[config.mk]
export PLATFORM = sky130hd
export DESIGN_NAME = bit_stuffed_frame_receiver_core_flat
export DESIGN_NICKNAME = d
export VERILOG_FILES = /design/src/hw/rtl/bsfr_pkg.sv /design/src/hw/rtl/bsfr_ifs.sv /design/src/hw/rtl/bsfr_deframer.sv /design/src/hw/rtl/bit_stuffed_frame_receiver_core.sv /design/src/flat_wrapper.sv
export SDC_FILE = /design/constraint.sdc
export NUM_CORES = 1
export LEC_CHECK = 0
export BUFFER_PORTS_ARGS = -buffer_cell sky130_fd_sc_hd__buf_2
export CAP_MARGIN = 20
export CORE_UTILIZATION = 60
export DETAILED_ROUTE_END_ITERATION = 10
export GPL_ROUTABILITY_DRIVEN = 0
export PLACE_DENSITY_LB_ADDON = 0.1
export SKIP_LAST_GASP = 1
export SLEW_MARGIN = 20
export SYNTH_ARGS = -nofsm -noshare
export SYNTH_HDL_FRONTEND = slang
export SYNTH_SLANG_ARGS = --single-unit
[constraint.sdc]
create_clock -name i_clk -period 4.9 [get_ports i_clk]
set_clock_uncertainty 0.2 [all_clocks]
set_input_delay 0.98 -clock i_clk [delete_from_list [all_inputs] [get_ports i_clk]]
set_output_delay 0.98 -clock i_clk [all_outputs]
set_load 0.05 [all_outputs]
[src/hw/rtl/bsfr_pkg.sv]
package bsfr_pkg;

    // configuration port
    localparam int unsigned CFG_IDX_W  = 2;
    localparam int unsigned CFG_DATA_W = 48;

    localparam logic [CFG_IDX_W-1:0] CFG_STATION_ADDRESS = 2'd0;
    localparam logic [CFG_IDX_W-1:0] CFG_MIN_FRAME_BITS  = 2'd1;

    localparam logic [10:0] MIN_FRAME_BITS_RESET = 11'd160;

    // flag tracker: 8 means the whole 01111110 pattern has been seen
    localparam logic [3:0] FLAG_DONE = 4'd8;

    // delay line depth keeping the closing flag away from the destuffer
    localparam logic [2:0] DELAY_FULL = 3'd7;

    localparam logic [2:0]  ONES_SAT   = 3'd7;
    localparam logic [2:0]  ONES_STUFF = 3'd5;
    localparam logic [2:0]  BIT_LAST   = 3'd7;
    localparam logic [10:0] STUFFED_SAT = 11'h7FF;
    localparam int unsigned ADDR_BYTES = 6;

    // result kinds
    localparam logic RK_DATA   = 1'b0;
    localparam logic RK_STATUS = 1'b1;

    // frame status codes
    localparam logic [2:0] ST_GOOD        = 3'd0;
    localparam logic [2:0] ST_TRAILER_NZ  = 3'd1;
    localparam logic [2:0] ST_ADDR_MISS   = 3'd2;
    localparam logic [2:0] ST_TOO_SHORT   = 3'd4;
    localparam logic [2:0] ST_OVERFLOW    = 3'd5;

    typedef struct packed {
        logic       result_kind;
        logic [7:0] data_byte;
        logic [6:0] byte_index;
        logic [2:0] frame_status;
        logic [7:0] frame_bytes;
    } t_result;

    // positions 0 and 7 want a zero, 1..6 want a one
    function automatic logic [3:0] flag_track(input logic [3:0] pos, input logic b);
        logic [3:0] nxt;
        if (pos == 4'd0 || pos == 4'd7) begin
            nxt = !b ? pos + 4'd1 : 4'd0;
        end else begin
            nxt = b ? pos + 4'd1 : 4'd1;
        end
        return nxt;
    endfunction

    // byte i of the station address, byte 0 most significant
    function automatic logic [7:0] addr_byte(input logic [CFG_DATA_W-1:0] addr,
                                             input logic [2:0] idx);
        logic [7:0] val;
        unique case (idx)
            3'd0:    val = addr[47:40];
            3'd1:    val = addr[39:32];
            3'd2:    val = addr[31:24];
            3'd3:    val = addr[23:16];
            3'd4:    val = addr[15:8];
            3'd5:    val = addr[7:0];
            default: val = 8'd0;
        endcase
        return val;
    endfunction

endpackage

[src/hw/rtl/bsfr_ifs.sv]
interface bsfr_bit_if;
    logic valid;
    logic ready;
    logic line_bit;

    modport source (output valid, output line_bit, input ready);
    modport sink   (input valid, input line_bit, output ready);
endinterface

interface bsfr_res_if;
    logic       valid;
    logic       ready;
    logic       result_kind;
    logic [7:0] data_byte;
    logic [6:0] byte_index;
    logic [2:0] frame_status;
    logic [7:0] frame_bytes;

    modport source (output valid, output result_kind, output data_byte,
                    output byte_index, output frame_status, output frame_bytes,
                    input ready);
    modport sink   (input valid, input result_kind, input data_byte,
                    input byte_index, input frame_status, input frame_bytes,
                    output ready);
endinterface

interface bsfr_cfg_if;
    logic                              valid;
    logic                              ready;
    logic [bsfr_pkg::CFG_IDX_W-1:0]    index;
    logic [bsfr_pkg::CFG_DATA_W-1:0]   data;

    modport source (output valid, output index, output data, input ready);
    modport sink   (input valid, input index, input data, output ready);
endinterface

[src/hw/rtl/bsfr_deframer.sv]
module bsfr_deframer #(
    parameter int unsigned MAX_FRAME_BYTES = 128
) (
    input  logic                            i_clk,
    input  logic                            i_rst_n,
    input  logic                            i_step,
    input  logic                            i_line_bit,
    input  logic [bsfr_pkg::CFG_DATA_W-1:0] i_station_address,
    input  logic [10:0]                     i_min_frame_bits,
    output logic                            o_res_valid,
    output bsfr_pkg::t_result               o_res
);

    // byte count runs to MAX_FRAME_BYTES + 1, which marks overflow
    localparam int unsigned CW = $clog2(MAX_FRAME_BYTES + 2);
    localparam logic [CW-1:0] CNT_MAX = CW'(MAX_FRAME_BYTES);
    localparam logic [CW-1:0] CNT_OVF = CW'(MAX_FRAME_BYTES + 1);
    localparam int unsigned ADDR_BYTES_L = bsfr_pkg::ADDR_BYTES;

    logic [3:0]    r_open_match,    n_open_match;
    logic [3:0]    r_close_match,   n_close_match;
    logic [6:0]    r_flag_delay,    n_flag_delay;
    logic [2:0]    r_delay_fill,    n_delay_fill;
    logic [2:0]    r_ones_run,      n_ones_run;
    logic [7:0]    r_byte_shift,    n_byte_shift;
    logic [2:0]    r_bit_in_byte,   n_bit_in_byte;
    logic [CW-1:0] r_byte_count,    n_byte_count;
    logic [10:0]   r_stuffed_bits,  n_stuffed_bits;
    logic          r_address_differs, n_address_differs;
    logic [31:0]   r_last_four,     n_last_four;

    logic [3:0]    close_nxt;
    logic          dbit;
    logic [7:0]    byte_nxt;
    logic          tail_diff;
    logic [CW-1:0] kept;
    logic [CW+7:0] kept_ext;
    logic [CW+7:0] idx_ext;

    // address bytes the frame never reached count against zero
    always_comb begin
        tail_diff = 1'b0;
        for (int i = 0; i < ADDR_BYTES_L; i++) begin
            if (r_byte_count <= CW'(i) &&
                bsfr_pkg::addr_byte(i_station_address, 3'(i)) != 8'd0) begin
                tail_diff = 1'b1;
            end
        end
    end

    assign kept     = (r_byte_count > CNT_MAX) ? CNT_MAX : r_byte_count;
    assign kept_ext = {8'd0, kept};
    assign idx_ext  = {8'd0, r_byte_count};
    assign close_nxt = bsfr_pkg::flag_track(r_close_match, i_line_bit);
    assign dbit      = r_flag_delay[6];
    assign byte_nxt  = {r_byte_shift[6:0], dbit};

    always_comb begin
        n_open_match      = r_open_match;
        n_close_match     = r_close_match;
        n_flag_delay      = r_flag_delay;
        n_delay_fill      = r_delay_fill;
        n_ones_run        = r_ones_run;
        n_byte_shift      = r_byte_shift;
        n_bit_in_byte     = r_bit_in_byte;
        n_byte_count      = r_byte_count;
        n_stuffed_bits    = r_stuffed_bits;
        n_address_differs = r_address_differs;
        n_last_four       = r_last_four;
        o_res_valid       = 1'b0;
        o_res             = '0;

        if (i_step) begin
            if (r_open_match != bsfr_pkg::FLAG_DONE) begin
                // hunting the opening flag
                n_open_match = bsfr_pkg::flag_track(r_open_match, i_line_bit);
                if (n_open_match == bsfr_pkg::FLAG_DONE) begin
                    n_close_match     = '0;
                    n_flag_delay      = '0;
                    n_delay_fill      = '0;
                    n_ones_run        = '0;
                    n_byte_shift      = '0;
                    n_bit_in_byte     = '0;
                    n_byte_count      = '0;
                    n_stuffed_bits    = '0;
                    n_address_differs = 1'b0;
                    n_last_four       = '0;
                end
            end else begin
                if (r_stuffed_bits < bsfr_pkg::STUFFED_SAT) begin
                    n_stuffed_bits = r_stuffed_bits + 11'd1;
                end
                n_close_match = close_nxt;

                if (close_nxt == bsfr_pkg::FLAG_DONE) begin
                    // closing flag: report and restart the frame state
                    o_res_valid            = 1'b1;
                    o_res.result_kind      = bsfr_pkg::RK_STATUS;
                    o_res.frame_bytes      = kept_ext[7:0];
                    if (n_stuffed_bits <= i_min_frame_bits) begin
                        o_res.frame_status = bsfr_pkg::ST_TOO_SHORT;
                        n_open_match       = bsfr_pkg::FLAG_DONE;
                    end else begin
                        n_open_match = '0;
                        if (r_byte_count > CNT_MAX) begin
                            o_res.frame_status = bsfr_pkg::ST_OVERFLOW;
                        end else begin
                            o_res.frame_status = bsfr_pkg::ST_GOOD
                                | ((r_last_four != 32'd0) ? bsfr_pkg::ST_TRAILER_NZ
                                                          : bsfr_pkg::ST_GOOD)
                                | ((r_address_differs || tail_diff)
                                   ? bsfr_pkg::ST_ADDR_MISS : bsfr_pkg::ST_GOOD);
                        end
                    end
                    n_close_match     = '0;
                    n_flag_delay      = '0;
                    n_delay_fill      = '0;
                    n_ones_run        = '0;
                    n_byte_shift      = '0;
                    n_bit_in_byte     = '0;
                    n_byte_count      = '0;
                    n_stuffed_bits    = '0;
                    n_address_differs = 1'b0;
                    n_last_four       = '0;
                end else if (r_delay_fill < bsfr_pkg::DELAY_FULL) begin
                    n_flag_delay = {r_flag_delay[5:0], i_line_bit};
                    n_delay_fill = r_delay_fill + 3'd1;
                end else begin
                    n_flag_delay = {r_flag_delay[5:0], i_line_bit};
                    if (dbit) begin
                        if (r_ones_run < bsfr_pkg::ONES_SAT) begin
                            n_ones_run = r_ones_run + 3'd1;
                        end
                    end else begin
                        n_ones_run = '0;
                    end
                    // a zero after exactly five ones is a stuffed bit
                    if (dbit || r_ones_run != bsfr_pkg::ONES_STUFF) begin
                        n_byte_shift = byte_nxt;
                        if (r_bit_in_byte < bsfr_pkg::BIT_LAST) begin
                            n_bit_in_byte = r_bit_in_byte + 3'd1;
                        end else begin
                            n_bit_in_byte = '0;
                            if (r_byte_count < CNT_MAX) begin
                                if (r_byte_count < CW'(ADDR_BYTES_L) &&
                                    byte_nxt != bsfr_pkg::addr_byte(i_station_address,
                                                                    idx_ext[2:0])) begin
                                    n_address_differs = 1'b1;
                                end
                                n_last_four       = {r_last_four[23:0], byte_nxt};
                                n_byte_count      = r_byte_count + CW'(1);
                                o_res_valid       = 1'b1;
                                o_res.result_kind = bsfr_pkg::RK_DATA;
                                o_res.data_byte   = byte_nxt;
                                o_res.byte_index  = idx_ext[6:0];
                            end else begin
                                n_byte_count = CNT_OVF;
                            end
                        end
                    end
                end
            end
        end
    end

    always_ff @(posedge i_clk) begin
        if (!i_rst_n) begin
            r_open_match      <= '0;
            r_close_match     <= '0;
            r_flag_delay      <= '0;
            r_delay_fill      <= '0;
            r_ones_run        <= '0;
            r_byte_shift      <= '0;
            r_bit_in_byte     <= '0;
            r_byte_count      <= '0;
            r_stuffed_bits    <= '0;
            r_address_differs <= 1'b0;
            r_last_four       <= '0;
        end else begin
            r_open_match      <= n_open_match;
            r_close_match     <= n_close_match;
            r_flag_delay      <= n_flag_delay;
            r_delay_fill      <= n_delay_fill;
            r_ones_run        <= n_ones_run;
            r_byte_shift      <= n_byte_shift;
            r_bit_in_byte     <= n_bit_in_byte;
            r_byte_count      <= n_byte_count;
            r_stuffed_bits    <= n_stuffed_bits;
            r_address_differs <= n_address_differs;
            r_last_four       <= n_last_four;
        end
    end

endmodule

[src/hw/rtl/bit_stuffed_frame_receiver_core.sv]
// Channel   Dir  Beat payload                                          Handshake
// i_bit     in   line_bit                                              valid/ready
// o_res     out  result_kind, data_byte, byte_index, frame_status,
//                frame_bytes                                           valid/ready
// i_cfg     in   index (0 station_address, 1 min_frame_bits), data     valid/ready
//
// One line bit per cycle: a beat is taken every clock unless the result
// register holds a beat that the sink is not taking.
// Each bit is processed in the cycle it is accepted; its result, if any,
// shows up on o_res in the next cycle, held in the result register.
// Reset (synchronous, i_rst_n low) clears the deframer and loads the
// register defaults; no clearing pass is needed.
// i_cfg is always ready; writes are meant only while the block is idle.
module bit_stuffed_frame_receiver_core #(
    parameter int unsigned MAX_FRAME_BYTES = 128
) (
    input  logic       i_clk,
    input  logic       i_rst_n,
    bsfr_bit_if.sink   i_bit,
    bsfr_res_if.source o_res,
    bsfr_cfg_if.sink   i_cfg
);

    // configuration registers
    logic [bsfr_pkg::CFG_DATA_W-1:0] r_station_address;
    logic [10:0]                     r_min_frame_bits;

    // result register between deframer and sink
    logic              r_out_valid, n_out_valid;
    bsfr_pkg::t_result r_out;

    logic              step;
    logic              res_valid;
    bsfr_pkg::t_result res;

    // take a new bit whenever the result register is free or draining
    assign i_bit.ready = !r_out_valid || o_res.ready;
    assign step        = i_bit.valid && i_bit.ready;
    assign i_cfg.ready = 1'b1;

    bsfr_deframer #(
        .MAX_FRAME_BYTES (MAX_FRAME_BYTES)
    ) u_deframer (
        .i_clk             (i_clk),
        .i_rst_n           (i_rst_n),
        .i_step            (step),
        .i_line_bit        (i_bit.line_bit),
        .i_station_address (r_station_address),
        .i_min_frame_bits  (r_min_frame_bits),
        .o_res_valid       (res_valid),
        .o_res             (res)
    );

    // a step with no result empties the register once the old beat is gone
    assign n_out_valid = step ? res_valid : (r_out_valid && !o_res.ready);

    always_ff @(posedge i_clk) begin
        if (!i_rst_n) begin
            r_out_valid       <= 1'b0;
            r_station_address <= '0;
            r_min_frame_bits  <= bsfr_pkg::MIN_FRAME_BITS_RESET;
        end else begin
            r_out_valid <= n_out_valid;
            if (i_cfg.valid) begin
                unique case (i_cfg.index)
                    bsfr_pkg::CFG_STATION_ADDRESS: r_station_address <= i_cfg.data;
                    bsfr_pkg::CFG_MIN_FRAME_BITS:  r_min_frame_bits  <= i_cfg.data[10:0];
                    default: ;
                endcase
            end
        end
    end

    always_ff @(posedge i_clk) begin
        if (step && res_valid) begin
            r_out <= res;
        end
    end

    assign o_res.valid        = r_out_valid;
    assign o_res.result_kind  = r_out.result_kind;
    assign o_res.data_byte    = r_out.data_byte;
    assign o_res.byte_index   = r_out.byte_index;
    assign o_res.frame_status = r_out.frame_status;
    assign o_res.frame_bytes  = r_out.frame_bytes;

endmodule
[src/flat_wrapper.sv]
// flat-port wrapper written by rule: the top's interface ports become plain ports
module bit_stuffed_frame_receiver_core_flat 
#(
    parameter int unsigned MAX_FRAME_BYTES = 128
)
  (i_clk, i_rst_n, i_bit_valid, i_bit_line_bit, i_bit_ready, o_res_valid, o_res_result_kind, o_res_data_byte, o_res_byte_index, o_res_frame_status, o_res_frame_bytes, o_res_ready, i_cfg_valid, i_cfg_index, i_cfg_data, i_cfg_ready);
  bsfr_bit_if i_bit_i ();
  bsfr_res_if o_res_i ();
  bsfr_cfg_if i_cfg_i ();
  input  logic i_clk;
  input  logic i_rst_n;
  input wire logic [$bits(i_bit_i.valid)-1:0] i_bit_valid;
  input wire logic [$bits(i_bit_i.line_bit)-1:0] i_bit_line_bit;
  output wire logic [$bits(i_bit_i.ready)-1:0] i_bit_ready;
  output wire logic [$bits(o_res_i.valid)-1:0] o_res_valid;
  output wire logic [$bits(o_res_i.result_kind)-1:0] o_res_result_kind;
  output wire logic [$bits(o_res_i.data_byte)-1:0] o_res_data_byte;
  output wire logic [$bits(o_res_i.byte_index)-1:0] o_res_byte_index;
  output wire logic [$bits(o_res_i.frame_status)-1:0] o_res_frame_status;
  output wire logic [$bits(o_res_i.frame_bytes)-1:0] o_res_frame_bytes;
  input wire logic [$bits(o_res_i.ready)-1:0] o_res_ready;
  input wire logic [$bits(i_cfg_i.valid)-1:0] i_cfg_valid;
  input wire logic [$bits(i_cfg_i.index)-1:0] i_cfg_index;
  input wire logic [$bits(i_cfg_i.data)-1:0] i_cfg_data;
  output wire logic [$bits(i_cfg_i.ready)-1:0] i_cfg_ready;
  assign i_bit_i.valid = i_bit_valid;
  assign i_bit_i.line_bit = i_bit_line_bit;
  assign i_bit_ready = i_bit_i.ready;
  assign o_res_valid = o_res_i.valid;
  assign o_res_result_kind = o_res_i.result_kind;
  assign o_res_data_byte = o_res_i.data_byte;
  assign o_res_byte_index = o_res_i.byte_index;
  assign o_res_frame_status = o_res_i.frame_status;
  assign o_res_frame_bytes = o_res_i.frame_bytes;
  assign o_res_i.ready = o_res_ready;
  assign i_cfg_i.valid = i_cfg_valid;
  assign i_cfg_i.index = i_cfg_index;
  assign i_cfg_i.data = i_cfg_data;
  assign i_cfg_ready = i_cfg_i.ready;
  bit_stuffed_frame_receiver_core #(.MAX_FRAME_BYTES(MAX_FRAME_BYTES)) u_core (.i_clk(i_clk), .i_rst_n(i_rst_n), .i_bit(i_bit_i), .o_res(o_res_i), .i_cfg(i_cfg_i));
endmodule
[Yosys cells after proc, flatten, opt, wreduce, memory -nomap -nowiden]
Cells that the tools add are included.
Cells by class
  bitwise operators: 5
  order comparisons: 14
  add/sub/neg operators: 7
  multiplexer cells: 91
  reductions and logical operators: 49
  equal/unequal tests: 17
Operators by type and width (number)
  $mux W32: 7
  $mux W8: 15
  $mux W11: 6
  $mux W4: 14
  $mux W7: 7
  $mux W3: 16
  $pmux W8 S6: 1
  $reduce_bool A8 Y1: 6
  $reduce_bool A32 Y1: 1
  $mux W1: 24
  $le A8 B1 Y1 const B: 2
  $le A8 B2 Y1 const B: 2
  $le A8 B3 Y1 const B: 2
  $reduce_bool A3 Y1: 4
  $add A11 B1 Y11 const B: 1
  $le A11 B11 Y1: 1
  $lt A11 B11 Y1 const B: 1
  $logic_and A1 B1 Y1: 10
  $add A3 B1 Y3 const B: 3
  $lt A3 B3 Y1 const B: 3
  $ne A3 B3 Y1 const B: 3
  $add A4 B1 Y4 const B: 2
  $add A8 B1 Y8 const B: 1
  $eq A4 B3 Y1 const B: 2
  32 further kinds: 49
Storage, ports and cells
  input bits: 56
  register bits after elaboration: 170
  logic and storage cells: 205
  output and inout port bits: 30

[Logic depth before layout (Yosys ltp)]
  depth in word-level cells: 18
  gate-level depth with buffers: 14
  mapped depth without buffers: 13

[Modules after synthesis]
Synthesis repeated with hierarchy kept, for this count alone.
Second synthesis, totals
  cell total of the unflattened synthesis: 904
  area, all modules: 8259.2 um^2
Modules (own cells, without submodules)
  bsfr_deframer: area an instance 5077.4 um^2, seq. area each 1661.6 um^2, times used 1, cells each 621
  bit_stuffed_frame_receiver_core: area an instance 3181.8 um^2, seq. area each 2011.9 um^2, times used 1, cells each 283

[Worst setup path after synthesis]
OpenSTA, ideal clock, no wires.
  path kind: input port to flip-flop
  from: input o_res_ready
  to: register u_core.r_out, in the netlist u_core.o_res.byte_index[0], enable pin
  buffers on the path: 0
  cell stages on the path: 5
  required time: 4.316 ns
  path slack: 1.527 ns
  setup time: 0.384 ns
  arrival: 2.789 ns
  path through: nand2b_1 nand2_1 nor2_1 nand3_2 nand2_1
Between the ends
  word-level cells in the longest chain between the ends: 4
Ends and longest elaborated chain
  start: declaration: RTL line flat_wrapper.sv:21  | input wire logic [$bits(o_res_i.ready)-1:0] o_res_ready;
  $logic_or A1 B1 Y1 (*): RTL line bit_stuffed_frame_receiver_core.sv:37  | assign i_bit.ready = !r_out_valid || o_res.ready;
  $logic_and A1 B1 Y1 (*): RTL line bit_stuffed_frame_receiver_core.sv:38  | assign step = i_bit.valid && i_bit.ready;
  $mux W1: RTL line bsfr_deframer.sv:73  | if (i_step) begin
  $logic_and A1 B1 Y1 (*): RTL line bit_stuffed_frame_receiver_core.sv:75  | if (step && res_valid) begin
  end signal: assignment: RTL line bit_stuffed_frame_receiver_core.sv:76  | r_out <= res;
  end: declaration: RTL line bit_stuffed_frame_receiver_core.sv:30  | bsfr_pkg::t_result r_out;
Mark *: on every way between the ends. The rest lies on a longest branch, timed or not.
A chain may end at the register's enable or synchronous reset.

[Final worst setup path]
  from: register u_core.u_deframer.r_stuffed_bits[3]
  to: register u_core.r_out, in the netlist u_core.o_res.frame_status[1], data pin
Between the ends
  word-level cells in the longest chain between the ends: 6
  elaborated cells on any way between the ends: 7
  those cells by class: add/sub: 1; order compare: 2; mux: 3; reduce/logical: 1
Ends and longest elaborated chain
  start: declaration: RTL line bsfr_deframer.sv:28  | logic [10:0] r_stuffed_bits, n_stuffed_bits;
  start signal: assignment: RTL line bsfr_deframer.sv:188  | r_stuffed_bits <= n_stuffed_bits;
  $add A11 B1 Y11 or $lt A11 B11 Y1 (tied branches): RTL line bsfr_deframer.sv:91, bsfr_deframer.sv:90
  $mux W11 (*): RTL line bsfr_deframer.sv:90  | if (r_stuffed_bits < bsfr_pkg::STUFFED_SAT) begin
  $mux W11 (*): RTL line bsfr_deframer.sv:74  | if (r_open_match != bsfr_pkg::FLAG_DONE) begin
  $mux W11 (*): RTL line bsfr_deframer.sv:73
  $le A11 B11 Y1 (*): RTL line bsfr_deframer.sv:100  | if (n_stuffed_bits <= i_min_frame_bits) begin
  $reduce_or A5 Y1 (no source line) (*)
Mark *: on every way between the ends. The rest lies on a longest branch, timed or not. The select of a mux whose other input is x is not followed.

==> flow_summary.toml <==
[drt]
drt_wl_total_um = 19600
wire_per_inst_um = 17.4
antenna_left = 0
drtIter0Drc = 626
post-route-drc-count = 0
vias = 6919
dr.pass1.iters = 6
via_per_inst = 6.12

[clocking]
post_cts_buffers = 0
clk_path_buf_depth = 2
clkLatencyLatePin_ns = 0.43
cts_hold_buffers = 0
cts_made_buffers = 17
cts-resized-gates = 0
htree_levels = 4
cts_root_buf = "clkbuf_16"
cts_tree = "done"
clock_sinks = 170
clk_pin_slew_worst_paths_ns = 0.06

[pwr]
power.density_nw_per_um2 = 344
vdd_drop_max_mv = 0.239
p_total_uw = 3130
p_leak_uw = 0.00331

[synth]
ys_ff_latch = 170
async_reset_ff_share_pct = 0
ys.flop_type = "dfxtp_1"
syn_avg_cell_area_um2 = 8.99
seq_area_frac_synth_pct = 45.9
synth_warnings = 0
synthDistinctLibCells = 75
synth_edf_count = 27
syn_inst = 890
syn_nets = 972
syn-cell-area_um2 = 8000

[finish]
stdcell_count = 1130
syn2layout_area_growth_pct = 13.7
drive_gt1_share_pct = 15.2
nNetsFinal = 1027
antenna_cells = 0
stdcell_area_um2 = 9100

[place]
place_area_um2 = 8430
portBuffers = 84
hpwl_um = 13400
dp_cells = 1098

[grt]
antenna_found_initial = 0
grt_max_degree = 49
grt_use_total_pct = 29.1
grt_pass1_vias = 6496
overflow = 0
grt_pass1_wl_um = 32300

[die]
die_h_um = 117
die_x_um = 117
ios = 86
initial_core_util_pct = 62.4
rows = 41
die-area_um2 = 13800
coreArea_um2 = 12800

[min_path]
min_path_type = "reg -> reg"
hold_path_depth = 2

[timing]
timing.final.max_slew_violations = 0
worst_pin_slew_ns = 1.04
hold_viol = 0
rsz0062_at_grt = "false"
finalCritPeriodShare_pct = 73.0
maxClockFrequency_mhz = 280
min_period_ns = 3.58
timing.slew.headroom_pct = 30.2
tns_ns = 0
finalSetupViolCount = 0

[critical_path]
cp-start-kind = "flip-flop"
critical_path_class = "reg -> reg"
cp-end-kind = "flip-flop"
arrival_ns = 3.67
crit_fanout = 9
r2r_cells = 13
required_ns = 4.99

[run]
cap_violations = 0

[status]
status = "complete, no violations"
## registers in the layout, indices dropped and copies added, names as in the netlist
name                                 flops
u_core.u_deframer.r_address_differs      1
u_core.r_min_frame_bits                 11
u_core.u_deframer.r_bit_in_byte          3
u_core.u_deframer.r_last_four           32
u_core.r_station_address                48
u_core.o_res.data_byte                   8
u_core.o_res.byte_index                  7
u_core.u_deframer.r_close_match          4
u_core.u_deframer.r_byte_shift           7
u_core.o_res.frame_status                3
u_core.o_res.valid                       1
u_core.u_deframer.r_ones_run             3
u_core.u_deframer.r_open_match           4
u_core.u_deframer.r_stuffed_bits        11
u_core.u_deframer.r_flag_delay           7
u_core.u_deframer.r_byte_count           8
u_core.o_res.frame_bytes                 8
u_core.o_res.result_kind                 1
u_core.u_deframer.r_delay_fill           3
## stage by stage
step	hold slack [ns]	setup slack [ns]	util (%)
2_1_floorplan	0.232	1.53	-
3_3_place_gp	0.238	1.42	65.7
3_5_place_dp	0.245	1.33	65.7
4_1_cts	0.249	1.35	70.9
5_1_grt	0.275	1.07	70.9
6_report	0.255	1.32	70.9
## layer usage
metal	GRT usage (%)	vias up	part of all wire [%]
met4	11.1	0	2.2
met2	47.0	266	48
met3	7.95	45	7.4
li1	-	3354	-
met1	37.2	3254	43
met5	0	-	0
## logic make-up after synthesis
logic type / Yosys count / synth area share (%)
AOI/OAI and AO/OA: 261 / 23.0
xor gates and xnor gates: 13 / 1.52
adders and majority gates: 27 / 4.19
buffers and inverters: 83 / 4.57
DFF: 170 / 45.9
muxes: 8 / 1.05
other: 1 / 0.0469
and+or+nand+nor: 327 / 19.7
## final timing paths
kind / from / to / slack (ns)
setup reg to reg: u_core.u_deframer.r_stuffed_bits[3]$_SDFFE_PN0P_ / u_core.o_res.frame_status[1]$_SDFFCE_PP0P_ / 1.32
hold / removal: u_core.u_deframer.r_flag_delay[4]$_SDFFE_PN0P_ / u_core.u_deframer.r_flag_delay[5]$_SDFFE_PN0P_ / 0.26
hold reg to reg: u_core.u_deframer.r_flag_delay[4]$_SDFFE_PN0P_ / u_core.u_deframer.r_flag_delay[5]$_SDFFE_PN0P_ / 0.26
setup / recovery: u_core.u_deframer.r_stuffed_bits[3]$_SDFFE_PN0P_ / u_core.o_res.frame_status[1]$_SDFFCE_PP0P_ / 1.32
## area by class of cell
| type | instances | area (µm²) |
|---|---|---|
| Timing Repair Buffer | 90 | 465 |
| Fill cell | 1003 | 3730 |
| Clock inverter | 9 | 156 |
| Sequential cell | 170 | 3670 |
| Clock buffer | 23 | 510 |
| Tap cell | 172 | 215 |
| Inverter | 29 | 109 |
| Multi-Input combinational cell | 637 | 3970 |
## cells in the mapped netlist, drive strengths merged, types with 4 or more instances
master   count  share of area (%)
nand2      159                7.5
dfxtp      143                 36
a21oi      111                7.2
a22o        43                4.7
clkbuf      35                1.6
nor2        35                1.8
o21ai       30                2.1
edfxtp      27                 10
inv         27                1.3
ha          26                4.1
and2        21                1.6
nand4       21                1.7
nor4        21                1.6
buf         19                1.6
nand3       16                1.1
a2111oi     15                1.9
and3        15                1.2
nor3        12               0.75
xnor2        9                1.1
a32o         8                1.0
a211oi       7               0.88
a311o        7               0.88
o21a         6               0.56
mux2i        5               0.63
o211ai       5               0.47
or3          5               0.39
a311oi       4               0.44
a31oi        4               0.50
nand2b       4               0.31
nor2b        4               0.31
nor3b        4               0.38
xor2         4               0.44
## cells in the final DEF, fill, tap and decap left out, types with 5 or more instances in the layout
master	count
a311o_1	7
buf_4	6
o21ai_0	26
dfxtp_1	143
edfxtp_1	27
nand2_1	158
o21a_1	6
a2111oi_0	14
ha_1	26
or3_1	5
buf_2	84
nor3_1	12
a32o_1	8
and2_1	20
inv_1	27
xnor2_1	8
and3_1	15
nor2_1	33
nand3_1	15
mux2i_1	5
a21oi_1	107
clkbuf_16	19
a211oi_1	5
nor4_1	21
o211ai_1	5
nand4_1	20
a22o_1	43
## worst max-delay path, stage by stage (launching register included)
cell and delay [ns]:
dfxtp_1 0.43, and3_1 0.23, nand3_1 0.14, or3_1 0.55, nand2b_1 0.25, nor2_1 0.08, xor2_1 0.15, ha_1 0.31
o21a_1 0.14, o211ai_1 0.09, a31oi_1 0.17, nor4_1 0.07, nor2_1 0.38, o2111a_1 0.27
## report_power, final
| part | switching [µW] | leakage (µW) | internal [µW] | total (µW) |
|---|---|---|---|---|
| combinational | 116 | 0.00164 | 68.0 | 184 |
| clock | 551 | 0.000328 | 944 | 1490 |
| sequential | 20.8 | 0.00134 | 1430 | 1450 |
Power figures use the tool's default switching activity.
